[config.mk]
export PLATFORM = sky130hd
export DESIGN_NAME = color_math_pixel_combiner
export DESIGN_NICKNAME = d
export VERILOG_FILES = /design/src/rtl/cmpc_pkg.sv /design/src/rtl/color_math_pixel_combiner.sv /design/src/rtl/cmpc_cfg_regs.sv /design/src/rtl/cmpc_blend.sv
export SDC_FILE = /design/constraint.sdc
export NUM_CORES = 1
export LEC_CHECK = 0
export ABC_AREA = 0
export BUFFER_PORTS_ARGS = -buffer_cell sky130_fd_sc_hd__buf_2
export CAP_MARGIN = 5
export CORE_ASPECT_RATIO = 2
export CORE_UTILIZATION = 40
export CTS_CLUSTER_DIAMETER = 80
export CTS_CLUSTER_SIZE = 8
export DETAILED_ROUTE_END_ITERATION = 16
export SYNTH_ARGS = -nofsm -noshare
export SYNTH_HDL_FRONTEND = slang
export SYNTH_SLANG_ARGS = --single-unit
[constraint.sdc]
create_clock -name i_clk -period 4.49 [get_ports i_clk]
set_input_delay 0.898 -clock i_clk [delete_from_list [all_inputs] [get_ports i_clk]]
set_output_delay 0.898 -clock i_clk [all_outputs]
set_load 0.02 [all_outputs]
[src/rtl/cmpc_pkg.sv]
// shared types and constants for the color math pixel combiner
// no dependencies; used by every module under rtl
package cmpc_pkg;

    localparam int COLOR_W   = 15;
    localparam int CHAN_W    = 5;
    localparam int NUM_CHAN  = 3;
    localparam int SRC_W     = 3;
    localparam int NUM_SRC   = 7;
    localparam int CFG_IDX_W = 3;

    localparam logic [SRC_W-1:0] SRC_NO_MATH  = 3'd5;
    localparam logic [SRC_W-1:0] SRC_BACKDROP = 3'd6;

    // configuration register indexes
    localparam logic [CFG_IDX_W-1:0] CFG_FIXED_COLOR    = 3'd0;
    localparam logic [CFG_IDX_W-1:0] CFG_USE_SUB_SCREEN = 3'd1;
    localparam logic [CFG_IDX_W-1:0] CFG_SUBTRACT_MODE  = 3'd2;
    localparam logic [CFG_IDX_W-1:0] CFG_HALVE_ENABLE   = 3'd3;
    localparam logic [CFG_IDX_W-1:0] CFG_SRC_ENABLE     = 3'd4;

    typedef struct packed {
        logic [COLOR_W-1:0] fixed_color;
        logic               use_sub_screen;
        logic               subtract_mode;
        logic               halve_enable;
        logic [NUM_SRC-1:0] source_enable_mask;
    } t_cfg;

endpackage

[src/rtl/color_math_pixel_combiner.sv]
// top level of the color math pixel combiner: input register, color math, result register
// depends on cmpc_pkg, cmpc_cfg_regs and cmpc_blend
//
//  channel   direction  handshake              payload
//  input     in         i_valid / o_stall      i_main_color .. i_swap_layers
//  result    out        o_valid / i_stall      o_pixel_color
//  config    in         i_cfg_valid / o_cfg_ready  i_cfg_index, i_cfg_data
//
// one item per cycle sustained while the result side is not stalled; each item passes
// through the input register, then the color math, then the result register.
// synchronous active-low reset clears the valid flags and the config registers.
// a stall on the result side holds the result register, then the input register;
// o_stall rises only when both registers hold an item and the output is stalled.
// config writes are always ready and take effect on the next cycle.
module color_math_pixel_combiner (
    input  logic                           i_clk,
    input  logic                           i_rst_n,
    input  logic                           i_valid,
    output logic                           o_stall,
    input  logic [cmpc_pkg::COLOR_W-1:0]   i_main_color,
    input  logic [cmpc_pkg::SRC_W-1:0]     i_main_source,
    input  logic [cmpc_pkg::COLOR_W-1:0]   i_sub_color,
    input  logic [cmpc_pkg::SRC_W-1:0]     i_sub_source,
    input  logic                           i_window_main,
    input  logic                           i_window_sub,
    input  logic                           i_swap_layers,
    output logic                           o_valid,
    input  logic                           i_stall,
    output logic [cmpc_pkg::COLOR_W-1:0]   o_pixel_color,
    input  logic                           i_cfg_valid,
    output logic                           o_cfg_ready,
    input  logic [cmpc_pkg::CFG_IDX_W-1:0] i_cfg_index,
    input  logic [cmpc_pkg::COLOR_W-1:0]   i_cfg_data
);

    cmpc_pkg::t_cfg cfg;

    logic                         r_in_valid;
    logic [cmpc_pkg::COLOR_W-1:0] r_main_color;
    logic [cmpc_pkg::SRC_W-1:0]   r_main_source;
    logic [cmpc_pkg::COLOR_W-1:0] r_sub_color;
    logic [cmpc_pkg::SRC_W-1:0]   r_sub_source;
    logic                         r_window_main;
    logic                         r_window_sub;
    logic                         r_swap_layers;
    logic                         r_out_valid;
    logic [cmpc_pkg::COLOR_W-1:0] r_pixel_color;
    logic [cmpc_pkg::COLOR_W-1:0] n_pixel_color;
    logic                         out_advance;
    logic                         in_advance;

    assign o_cfg_ready = 1'b1;

    cmpc_cfg_regs u_cfg (
        .i_clk       (i_clk),
        .i_rst_n     (i_rst_n),
        .i_cfg_valid (i_cfg_valid),
        .i_cfg_index (i_cfg_index),
        .i_cfg_data  (i_cfg_data),
        .o_cfg       (cfg)
    );

    cmpc_blend u_blend (
        .i_cfg         (cfg),
        .i_main_color  (r_main_color),
        .i_main_source (r_main_source),
        .i_sub_color   (r_sub_color),
        .i_sub_source  (r_sub_source),
        .i_window_main (r_window_main),
        .i_window_sub  (r_window_sub),
        .i_swap_layers (r_swap_layers),
        .o_pixel_color (n_pixel_color)
    );

    assign out_advance = !r_out_valid || !i_stall;
    assign in_advance  = !r_in_valid || out_advance;
    assign o_stall     = !in_advance;

    always_ff @(posedge i_clk) begin
        if (!i_rst_n) begin
            r_in_valid  <= 1'b0;
            r_out_valid <= 1'b0;
        end else begin
            if (in_advance) begin
                r_in_valid <= i_valid;
            end
            if (out_advance) begin
                r_out_valid <= r_in_valid;
            end
        end
    end

    always_ff @(posedge i_clk) begin
        if (in_advance && i_valid) begin
            r_main_color  <= i_main_color;
            r_main_source <= i_main_source;
            r_sub_color   <= i_sub_color;
            r_sub_source  <= i_sub_source;
            r_window_main <= i_window_main;
            r_window_sub  <= i_window_sub;
            r_swap_layers <= i_swap_layers;
        end
        if (out_advance && r_in_valid) begin
            r_pixel_color <= n_pixel_color;
        end
    end

    assign o_valid       = r_out_valid;
    assign o_pixel_color = r_pixel_color;

    a_stall_cause: assert property (@(posedge i_clk) disable iff (!i_rst_n)
        o_stall |-> (r_in_valid && r_out_valid && i_stall))
        else $error("input stalled without a full pipe and a stalled output");

    a_in_held: assert property (@(posedge i_clk) disable iff (!i_rst_n)
        (r_in_valid && !out_advance) |=> r_in_valid)
        else $error("item in input register lost while output stalled");

    a_out_held: assert property (@(posedge i_clk) disable iff (!i_rst_n)
        (r_out_valid && i_stall) |=> (r_out_valid && $stable(r_pixel_color)))
        else $error("stalled result dropped or changed");

endmodule

[src/rtl/cmpc_cfg_regs.sv]
// configuration register bank of the color math pixel combiner
// depends on cmpc_pkg for register indexes and the t_cfg struct
module cmpc_cfg_regs (
    input  logic                           i_clk,
    input  logic                           i_rst_n,
    input  logic                           i_cfg_valid,
    input  logic [cmpc_pkg::CFG_IDX_W-1:0] i_cfg_index,
    input  logic [cmpc_pkg::COLOR_W-1:0]   i_cfg_data,
    output cmpc_pkg::t_cfg                 o_cfg
);

    cmpc_pkg::t_cfg r_cfg;
    cmpc_pkg::t_cfg n_cfg;

    always_comb begin
        n_cfg = r_cfg;
        if (i_cfg_valid) begin
            unique case (i_cfg_index)
                cmpc_pkg::CFG_FIXED_COLOR:    n_cfg.fixed_color    = i_cfg_data;
                cmpc_pkg::CFG_USE_SUB_SCREEN: n_cfg.use_sub_screen = i_cfg_data[0];
                cmpc_pkg::CFG_SUBTRACT_MODE:  n_cfg.subtract_mode  = i_cfg_data[0];
                cmpc_pkg::CFG_HALVE_ENABLE:   n_cfg.halve_enable   = i_cfg_data[0];
                cmpc_pkg::CFG_SRC_ENABLE: begin
                    n_cfg.source_enable_mask = i_cfg_data[cmpc_pkg::NUM_SRC-1:0];
                end
                default: n_cfg = r_cfg;
            endcase
        end
    end

    always_ff @(posedge i_clk) begin
        if (!i_rst_n) begin
            r_cfg <= '0;
        end else begin
            r_cfg <= n_cfg;
        end
    end

    assign o_cfg = r_cfg;

endmodule

[src/rtl/cmpc_blend.sv]
// per-pixel color math: role swap, operand select, window gating and
// per-channel saturating add or clamped subtract with optional halving; uses cmpc_pkg
module cmpc_blend (
    input  cmpc_pkg::t_cfg               i_cfg,
    input  logic [cmpc_pkg::COLOR_W-1:0] i_main_color,
    input  logic [cmpc_pkg::SRC_W-1:0]   i_main_source,
    input  logic [cmpc_pkg::COLOR_W-1:0] i_sub_color,
    input  logic [cmpc_pkg::SRC_W-1:0]   i_sub_source,
    input  logic                         i_window_main,
    input  logic                         i_window_sub,
    input  logic                         i_swap_layers,
    output logic [cmpc_pkg::COLOR_W-1:0] o_pixel_color
);

    localparam int CW = cmpc_pkg::CHAN_W;

    logic [cmpc_pkg::COLOR_W-1:0] mcol;
    logic [cmpc_pkg::COLOR_W-1:0] ocol;
    logic [cmpc_pkg::SRC_W-1:0]   msrc;
    logic [cmpc_pkg::SRC_W-1:0]   osrc;
    logic [cmpc_pkg::NUM_SRC:0]   mask_ext;
    logic                         math_en;
    logic                         half;
    logic [cmpc_pkg::COLOR_W-1:0] blended;

    always_comb begin
        mcol = i_swap_layers ? i_sub_color   : i_main_color;
        msrc = i_swap_layers ? i_sub_source  : i_main_source;
        ocol = i_swap_layers ? i_main_color  : i_sub_color;
        osrc = i_swap_layers ? i_main_source : i_sub_source;
        if (!i_cfg.use_sub_screen) begin
            ocol = i_cfg.fixed_color;
            osrc = cmpc_pkg::SRC_BACKDROP;
        end
        if (!i_window_main) begin
            mcol = '0;
        end
        // top bit stands for code 7, which has no enable bit
        mask_ext = {1'b0, i_cfg.source_enable_mask};
        math_en = i_window_sub && (msrc != cmpc_pkg::SRC_NO_MATH) && mask_ext[msrc];
        half = i_cfg.halve_enable && i_window_main
               && (!i_cfg.use_sub_screen || osrc != cmpc_pkg::SRC_BACKDROP);
    end

    // three independent channels
    for (genvar g = 0; g < cmpc_pkg::NUM_CHAN; g++) begin : g_chan
        logic [CW-1:0] a;
        logic [CW-1:0] b;
        logic [CW:0]   sum;
        logic [CW:0]   diff;
        logic [CW-1:0] r;

        always_comb begin
            a    = mcol[g*CW +: CW];
            b    = ocol[g*CW +: CW];
            sum  = {1'b0, a} + {1'b0, b};
            diff = {1'b0, a} - {1'b0, b};
            if (!i_cfg.subtract_mode) begin
                if (half) begin
                    r = sum[CW:1];
                end else begin
                    r = sum[CW] ? {CW{1'b1}} : sum[CW-1:0];
                end
            end else begin
                // borrow out means clamp at zero
                r = diff[CW] ? '0 : diff[CW-1:0];
                if (half) begin
                    r = {1'b0, r[CW-1:1]};
                end
            end
        end

        assign blended[g*CW +: CW] = r;
    end

    always_comb begin
        if (!i_window_main && !i_window_sub) begin
            o_pixel_color = '0;
        end else if (math_en) begin
            o_pixel_color = blended;
        end else begin
            o_pixel_color = mcol;
        end
    end

endmodule

==> run metrics, run 1 <==
status=finished, final reports clean; Tcrit/Tclk final=0.7390; commonest cells after routing, fill and taps aside=buf_2, nor2_1, edfxtp_1; Sink Count=80; Ys Warns=0; relative slew slack=0.3093; syn_nets=between 600 and 700; vias per inst=roughly 5.4; Comb pwr share=0.177; final hold slack=0.4638 ns; syn_area_per_cell=about 9.7 um2; crit path launch type=register; DP HPWL=just under 10000 um; drt pass-1 iters=4; CP Data Required Time=around 4.7 ns; Leak=between 0.002 and 0.003 uW; M3 GR Usage=0.02849; worst min path class=register to register; via count=around 4200; layout cells sized above 1=0.1871; hold path cells=2; DRC violations left=0; register bit total from synthesis=80; H-tree depth=3; CP Data Arrival Time=approximately 3.5 ns; worst-case clock buffer depth=2; die area=about 0.014 mm2; Worst Max-Slew Pin Slew=~1.0 ns; post-layout min period=3.318 ns; height of the die=164.9 um; Post-synth top flop=edfxtp_1; largest net degree at the start of global routing=40; gr ovfl total=0; gpl congestion=0.8811; sequential area share after synthesis=0.4036; switching pwr=approximately 520 uW; critical path type=register to register; Final #Nets=713; fmax=about 300 MHz; io pins=80; PwrDens=about 310 mW/mm2; Routed Antenna Nets=0; Worst Skew=between 0.01 and 0.015 ns; Reg power frac=0.445; Routed WL per cell=15.96 um; CTS tree=yes; Mapped Cells=~550; Max FO, Critical Path=27; asr flop ratio synth=0; M1 GR Usage=0.1979; Final TNS setup=0 ns; clk root buf=clkbuf_16; Final setup viols=0; post-synth cell types=66; Worst R2R Path Depth=12; area grow syn2layout=15.13%; Die Wd=83.45 um; cts bufs inserted=9; Post-synth EDFFs=54; Max Cap Viol=0; first-pass GRT wire length=about 20000 um; RSZ-0062 raised after global routing=false; Post-CTS Hold Buffers=0; # fillers=about 1200; n_diodes=0; # rows=around 60; buffers added on ports=between 70 and 80; clock-pin slew on the worst setup and hold paths=0.06 ns; commonest non-fill, non-tap cell in the layout=buf_2; Core Box Area=0.01299 mm2; endpoint class of the critical path=register; cts repair resizes=0; global-route layer with the greatest usage=met2; Int Power=around 1400 uW; Initial DRC Count=207; Post-Syn Area=around 0.0053 mm2; Final WS setup=around 1.2 ns; met2 Use GR=0.3465; Post-CTS Setup Bufs=0; Fin. Hold Viols=0; max-slew violations=0; pre-CTS worst setup slack=between 1 and 1.5 ns; initial antenna violation count=0; clock share of power=0.378; switching part of the total=0.2744; GR Util All Layers=0.1847; final WL=about 12000 um; vias in the first global route=4128; Worst-Skew Late Latency=between 0.3 and 0.4 ns; Max VDD drop=between 0.0002 and 0.0003 V; Initial Util=0.4085
==> registers in the layout, summed over array words and instances, names as in the netlist <==
signal and cells:
u_cfg.o_cfg 24, o_pixel_color 15, r_main_color 15, r_sub_color 15
r_main_source 3, r_sub_source 3, o_valid 1, r_in_valid 1
r_swap_layers 1, r_window_main 1, r_window_sub 1
==> worst paths after layout <==
path / from / end / slack, ns
worst min register to register: u_cfg.o_cfg[24] / u_cfg.o_cfg[24] / 0.46
worst max register to register: r_swap_layers / o_pixel_color[4] / 1.17
worst min-delay path: u_cfg.o_cfg[24] / u_cfg.o_cfg[24] / 0.46
worst max-delay path: r_swap_layers / o_pixel_color[4] / 1.17
==> Yosys cell counts, types with 3 or more instances <==
library cell	count	share of area
a211oi_1	5	0.0071
a21boi_0	16	0.023
a21o_1	12	0.017
a21oi_1	26	0.025
a221oi_1	4	0.0066
a31oi_1	8	0.0094
a41o_1	3	0.0057
and3_1	6	0.0071
buf_2	9	0.0085
clkbuf_1	17	0.012
dfxtp_1	26	0.098
edfxtp_1	54	0.31
fa_1	6	0.023
ha_1	30	0.071
inv_1	30	0.021
mux2_2	6	0.013
mux2i_1	42	0.079
nand2_1	45	0.032
nand2b_1	5	0.0059
nand3_1	11	0.010
nand3b_1	4	0.0057
nor2_1	62	0.044
nor2b_1	18	0.021
nor3_1	7	0.0066
nor3b_1	3	0.0042
o211ai_1	4	0.0057
o21a_1	4	0.0057
o21ai_0	11	0.010
o21bai_1	10	0.014
o31a_1	3	0.0050
o31ai_1	4	0.0057
or3_1	3	0.0035
or4_1	3	0.0042
xnor2_1	11	0.018
xor2_1	3	0.0050
==> metrics by stage <==
stage	utilization	cell area, um2	power [uW]	instances
6_report	0.4703	6111	1904	772
5_1_grt	0.4703	6111	1988	772
4_1_cts	0.4703	6111	1925	772
3_5_place_dp	0.4481	5822	1199	756
3_3_place_gp	0.4481	5822	1193	756
2_1_floorplan	-	5308	1102	548
==> power by group through the flow <==
stage | Clock (uW) | Combinational (uW) | Sequential (uW)
finish | 720 | 336 | 847
detailed placement | 0 | 335 | 864
floorplan | 0 | 237 | 865
global placement | 0 | 330 | 863
CTS | 739 | 337 | 848
global route | 763 | 373 | 852
==> layout make-up <==
type	count	area, um2	share of cell area
clock buffer	11	254.0	0.04156
clock inverter	5	35.03	0.005733
inverter	32	120.1	0.01966
multi-input combinational	407	2914	0.4769
sequential	80	2142	0.3505
tap	152	190.2	0.03112
timing repair buffer	85	455.4	0.07453
==> critical path: stages (launching register included) <==
cell and delay, ns:
edfxtp_1 0.70, buf_12 0.27, mux2i_1 0.09, a21oi_1 0.28
ha_1 0.21, inv_1 0.05, fa_1 0.39, a21oi_1 0.18
nor2_1 0.06, nor2_1 0.26, xnor2_1 0.12, o31a_1 0.31
o31ai_2 0.20
==> logic make-up after synthesis <==
| kind of cell | synth area share |
|---|---|
| AO/OA/AOI/OAI | 0.1773 |
| XOR/XNOR | 0.02310 |
| adder cells (fa/ha/maj) | 0.09335 |
| buffers and inverters | 0.04880 |
| flip-flops | 0.4036 |
| multiplexers | 0.09194 |
| other | 0.0007065 |
| AND/OR/NAND/NOR | 0.1612 |
==> routing by layer <==
layer  vias to the layer above  routed length (um)
li1                       2111                   -
met1                      1931                4975
met2                       109                6581
met3                        27                 383
met4                         0                 377
met5                         -                   0
No activity file was read; power rests on OpenSTA's default activity.
==> run 2: changes to the inputs <==
- clock period: 4.49 -> 2.9 ns (I/O delays scaled with it)
==> run metrics, run 2 (synthesized netlist as in run 1, its figures left out) <==
Sink Count=80 (unchanged); switching part of the total=0.2708 (-0.003605); clock share of power=0.388 (+0.010); clock-pin slew on the worst setup and hold paths=0.07 ns (about the same); RSZ-0062 raised after global routing=true; Post-CTS Hold Buffers=0 (unchanged); Final #Nets=749 (+5.0%); GR Util All Layers=0.2020 (+0.01733); Reg power frac=0.418 (-0.027); PwrDens=480.7 mW/mm2 (+54%); Max FO, Critical Path=13 (-52%); Final setup viols=0 (unchanged); CP startpoint=r_swap_layers; Worst Max-Slew Pin Slew=0.6179 ns (-0.4159 ns); height of the die=164.9 um (unchanged); multi-input logic area=0.002993 mm2 (+2.7%); worst r2r src=r_swap_layers; Tcrit/Tclk final=0.9732 (+0.2342); Comb pwr share=0.194 (+0.017); drt pass-1 iters=4 (unchanged); first-pass GRT wire length=21700 um (+9.0%); # rows=59 (unchanged); Max Cap Viol=0 (unchanged); initial antenna violation count=0 (unchanged); register area=0.002142 mm2 (unchanged); commonest cells after routing, fill and taps aside=buf_2, nor2_1, edfxtp_1; # fillers=1246 (+1.1%); final WL=13610 um (+10%); Worst R2R Path Depth=10 (-2); gpl congestion=0.8289 (-5.9%); Die Wd=83.45 um (unchanged); post-layout min period=2.822 ns (-0.4959 ns); buffers added on ports=78 (unchanged); io pins=80 (unchanged); dpl cells=788 (+4.2%); n_diodes=0 (unchanged); commonest non-fill, non-tap cell in the layout=buf_2; max reg flops=24 (unchanged); via count=4346 (+4.0%); Worst Hold Launch=i_main_color[8]; CTS tree=yes; Max VDD drop=0.0003623 V (+39%); Worst-Skew Late Latency=0.34 ns (about the same); Tot Pwr=3122 uW (+64%); worst-case clock buffer depth=2 (unchanged); CP Data Required Time=3.06 ns (-1.60 ns); DRC violations left=0 (unchanged); Leak=0.002767 uW (+6.9%); switching pwr=845.5 uW (+62%); Initial Util=0.4085 (unchanged); Routed WL per cell=16.84 um (+5.6%); clk root buf=clkbuf_16; gr ovfl total=0 (unchanged); H-tree depth=3 (unchanged); vias per inst=5.379 (-0.61%); Fin. Hold Viols=0 (unchanged); fmax=354.3 MHz (+18%); area grow syn2layout=22.35%; Int Power=2276 uW (+65%); Area after DPL=0.006072 mm2 (+4.3%); endpoint class of the critical path=register; die area=0.01376 mm2 (unchanged); worst min path class=input port to register; hold path cells=1 (-1); final hold slack=0.4138 ns (-0.04997 ns); relative slew slack=0.5880 (+0.2787); max-slew violations=0 (unchanged); DP HPWL=10760 um (+9.4%); CP Data Arrival Time=2.99 ns (-0.50 ns); Worst Skew=0.008981 ns (-0.001069 ns); status=finished, final reports clean; filler-free cell count of the finished design=808 (+4.7%); Core Box Area=0.01299 mm2 (unchanged); post-route cell area=0.006494 mm2 (+6.3%); vias in the first global route=4488 (+8.7%); crit path launch type=register; layout cells sized above 1=0.2652 (+0.07815); Routed Antenna Nets=0 (unchanged); Initial DRC Count=161 (-22%); critical path type=register to register; largest net degree at the start of global routing=40 (unchanged); cts bufs inserted=9 (unchanged)
[run 2: cell types whose count changed in the layout (fill, tap and decap cells not counted), moves of 2 or more]
cell | previous run | this run
nor2_2 | 0 | 4
o31ai_1 | 4 | 2
nor2_1 | 62 | 58
fa_2 | 0 | 2
a21oi_1 | 26 | 21
buf_4 | 6 | 40
a211oi_1 | 5 | 3
buf_6 | 0 | 2
a21oi_2 | 0 | 5
a211oi_2 | 0 | 2
fa_1 | 6 | 4
o31ai_2 | 1 | 3
[run 2: final timing paths]
| check | end | slack, ns |
|---|---|---|
| max | o_pixel_color[3] | 0.08 |
| min reg2reg | u_cfg.o_cfg[10] | 0.47 |
| max reg2reg | o_pixel_color[3] | 0.08 |
| min | r_main_color[8] | 0.41 |
[run 2: final cells by class]
type                       instances  share of cell area
clock buffer                      11             0.03911
inverter                          32             0.01850
sequential                        80              0.3299
multi-input combinational        407              0.4609
timing repair buffer             121              0.1129
clock inverter                     5            0.009441
tap                              152             0.02929
[run 2: what timing repair did]
item,CTS,global route
setup endpoints to repair,2,15
pin swaps,0,6
gates resized for setup,1,22
setup buffers,0,4
[run 2: per-layer routing]
layer | track usage | part of all wire | vias to the layer above | wire length, um
met2 | 0.3886 | 0.55 | 100 | 7549
met1 | 0.2194 | 0.40 | 2043 | 5388
li1 | - | - | 2180 | -
met5 | 0 | 0 | - | 0
met3 | 0.02799 | 0.023 | 23 | 316
met4 | 0.08320 | 0.026 | 0 | 353
[run 2: through the flow]
step / TNS (ns) / setup slack (ns) / utilization
after CTS: 0 / 0.01269 / 0.4918
after global routing: -0.4502 / -0.1004 / 0.4998
after detailed placement: -0.04295 / -0.04295 / 0.4674
after global placement: 0 / 0.02769 / 0.4674
final: 0 / 0.07761 / 0.4998
after floorplan: -0.02250 / -0.02150 / -
[run 2: power groups by stage]
stage	combinational (uW)	sequential (uW)	clock, uW
6_report	607	1300	1210
4_1_cts	585	1300	1240
5_1_grt	668	1310	1290
3_3_place_gp	577	1330	0
2_1_floorplan	371	1340	0
3_5_place_dp	581	1330	0
[run 2: worst max-delay path, cell delays in order (launching register included)]
cell	delay [ns]
edfxtp_1	0.41
buf_6	0.19
buf_4	0.18
mux2i_1	0.11
a21o_1	0.20
ha_1	0.37
or4_4	0.56
a32oi_1	0.24
or3_1	0.14
a211oi_1	0.06
a211oi_1	0.18
==> run 3: changes to the inputs <==
- CORE_UTILIZATION: 40 -> 52
- PLACE_DENSITY: not set -> 0.77
==> run metrics, run 3 (synthesized netlist as in run 1, its figures left out) <==
Routed WL per cell=17.22 um (+2.3%); Post-CTS Hold Buffers=0 (unchanged); CP Data Required Time=2.99 ns (-0.07 ns); cell breakdown of the critical path=clkbuf_16 -> mux2i_1 -> a21oi_2 -> buf_4 -> ha_1 -> nor3b_4 -> o31ai_2 -> a32oi_2 -> or3_1 -> a211oi_2 -> a211oi_2; Worst Max-Slew Pin Slew=0.5616 ns (-0.05635 ns); slowest CP cell=edfxtp_1; Final #Nets=747 (-0.27%); Core Box Area=0.009827 mm2 (-24%); Worst R2R Path Depth=11 (+1); Sink Count=80 (unchanged); final hold slack=0.4064 ns (-0.007410 ns); Routed Antenna Nets=0 (unchanged); area grow syn2layout=25.20%; layout cells sized above 1=0.3150 (+0.04974); Worst R2R End=o_pixel_color[3]; Max Cap Viol=0 (unchanged); DP HPWL=9601 um (-11%); status=complete, but fails checks; DRC violations left=0 (unchanged); CTS tree=yes; Leak=0.002794 uW (+0.98%); buffers added on ports=78 (unchanged); commonest cells after routing, fill and taps aside=buf_2, nor2_1, edfxtp_1; slowest stage delay, CP=0.47 ns (-0.09 ns); post-route cell area=0.006645 mm2 (+2.3%); Area after DPL=0.005987 mm2 (-1.4%); Final WS setup=-0.08784 ns (-0.1654 ns); die area=0.01064 mm2 (-23%); Hold EP=r_sub_color[14]; failing checks=negative setup slack; clock-pin slew on the worst setup and hold paths=0.07 ns (about the same); max reg flops=24 (unchanged); largest net degree at the start of global routing=40 (unchanged); via count=4594 (+5.7%); Initial Util=0.5401 (+0.1316); filler-free cell count of the finished design=786 (-2.7%); Worst Skew=0.009445 ns (+0.0004640 ns); hold path cells=1 (unchanged); Max FO, Critical Path=8 (-5); vias per inst=5.845 (+8.7%); Fin. Hold Viols=0 (unchanged); Initial DRC Count=311 (+93%); Crit path top cell by count=a211oi_2; GR Util All Layers=0.2459 (+0.04386); commonest non-fill, non-tap cell in the layout=buf_2; Worst-Skew Late Latency=0.34 ns (about the same); max-slew violations=0 (unchanged); H-tree depth=3 (unchanged); relative slew slack=0.6256 (+0.03756); first-pass GRT wire length=19890 um (-8.3%); WP buf/inv=2 (unchanged); io pins=80 (unchanged); dpl cells=760 (-3.6%); initial antenna violation count=0 (unchanged); CP Data Arrival Time=3.08 ns (+0.09 ns); post-layout min period=2.988 ns (+0.1654 ns); height of the die=144.9 um (-12%); worst-case clock buffer depth=2 (unchanged); Max VDD drop=0.0007257 V (+100%); final WL=13540 um (-0.52%); PwrDens=461.2 mW/mm2 (-4.1%); crit path launch type=register; worst min path class=input port to register; endpoint class of the critical path=register; vias in the first global route=4345 (-3.2%); gpl congestion=0.9890 (+19%); cts bufs inserted=9 (unchanged); Tcrit/Tclk final=1.030 (+0.05705); RSZ-0062 raised after global routing=true; n_diodes=0 (unchanged); cell family with most CP delay=compound AO/OA/AOI/OAI gates; flop-to-flop setup slack=-0.09 ns (-0.17 ns); critical path type=register to register; Die Wd=73.44 um (-12%); fmax=334.7 MHz (-5.5%); drt pass-1 iters=6 (+2); # fillers=737 (-41%); worst r2r src=r_swap_layers; clk root buf=clkbuf_16; Final TNS setup=-0.1183 ns (-0.1183 ns); gr ovfl total=0 (unchanged); Final setup viols=3 (+3); # rows=51 (-14%); Worst Hold Launch=i_sub_color[14]; pre-CTS worst setup slack=0.02996 ns (+0.07291 ns)
[run 3: timing repair]
action	CTS	global route
endpoints found under the hold margin	0	0
pin swaps	0	24
buffers inserted	0	9
setup endpoints to repair	2	13
cloned	0	1
resized for setup	1	63
[run 3: cell type report]
| type | instances | area, um2 | share of cell area |
|---|---|---|---|
| clock inverter | 6 | 48.80 | 0.007343 |
| timing repair buffer | 119 | 744.5 | 0.1120 |
| sequential | 80 | 2143 | 0.3225 |
| tap | 132 | 165.2 | 0.02485 |
| multi-input combinational | 407 | 3182 | 0.4788 |
| inverter | 32 | 122.6 | 0.01845 |
| clock buffer | 10 | 239.0 | 0.03596 |
[run 3: report_power, final]
group	switching (uW)	internal, uW	total [uW]	leakage (uW)
registers	30.5	1280	1310	0.000735
clock network	499	615	1110	0.000140
logic	353	289	642	0.00192
[run 3: stage by stage]
stage                     utilization  total power, uW
after floorplan                     -             1709
after global placement         0.6092             1865
after detailed placement       0.6092             1882
after CTS                      0.6389             2978
after global routing           0.6762             3180
final                          0.6762             3065
[run 3: routing by layer]
layer  GRT usage  vias up  wire length, um
li1            -     2181                -
met1      0.2574     2182             4995
met2      0.4500      177             7458
met3     0.04086       54              498
met4      0.1387        0              585
met5           0        -                0
[run 3: how the worst max path moves through the flow]
stage,endpoint,cells after the start,slack [ns],startpoint
floorplan,o_pixel_color[4],14,-0.02,r_swap_layers
global placement,o_pixel_color[7],10,0.07,u_cfg.o_cfg[9]
detailed placement,o_pixel_color[14],12,0.03,r_swap_layers
CTS,o_pixel_color[7],10,0.02,u_cfg.o_cfg[9]
global route,o_pixel_color[3],11,-0.18,r_swap_layers
finish,o_pixel_color[3],11,-0.09,r_swap_layers
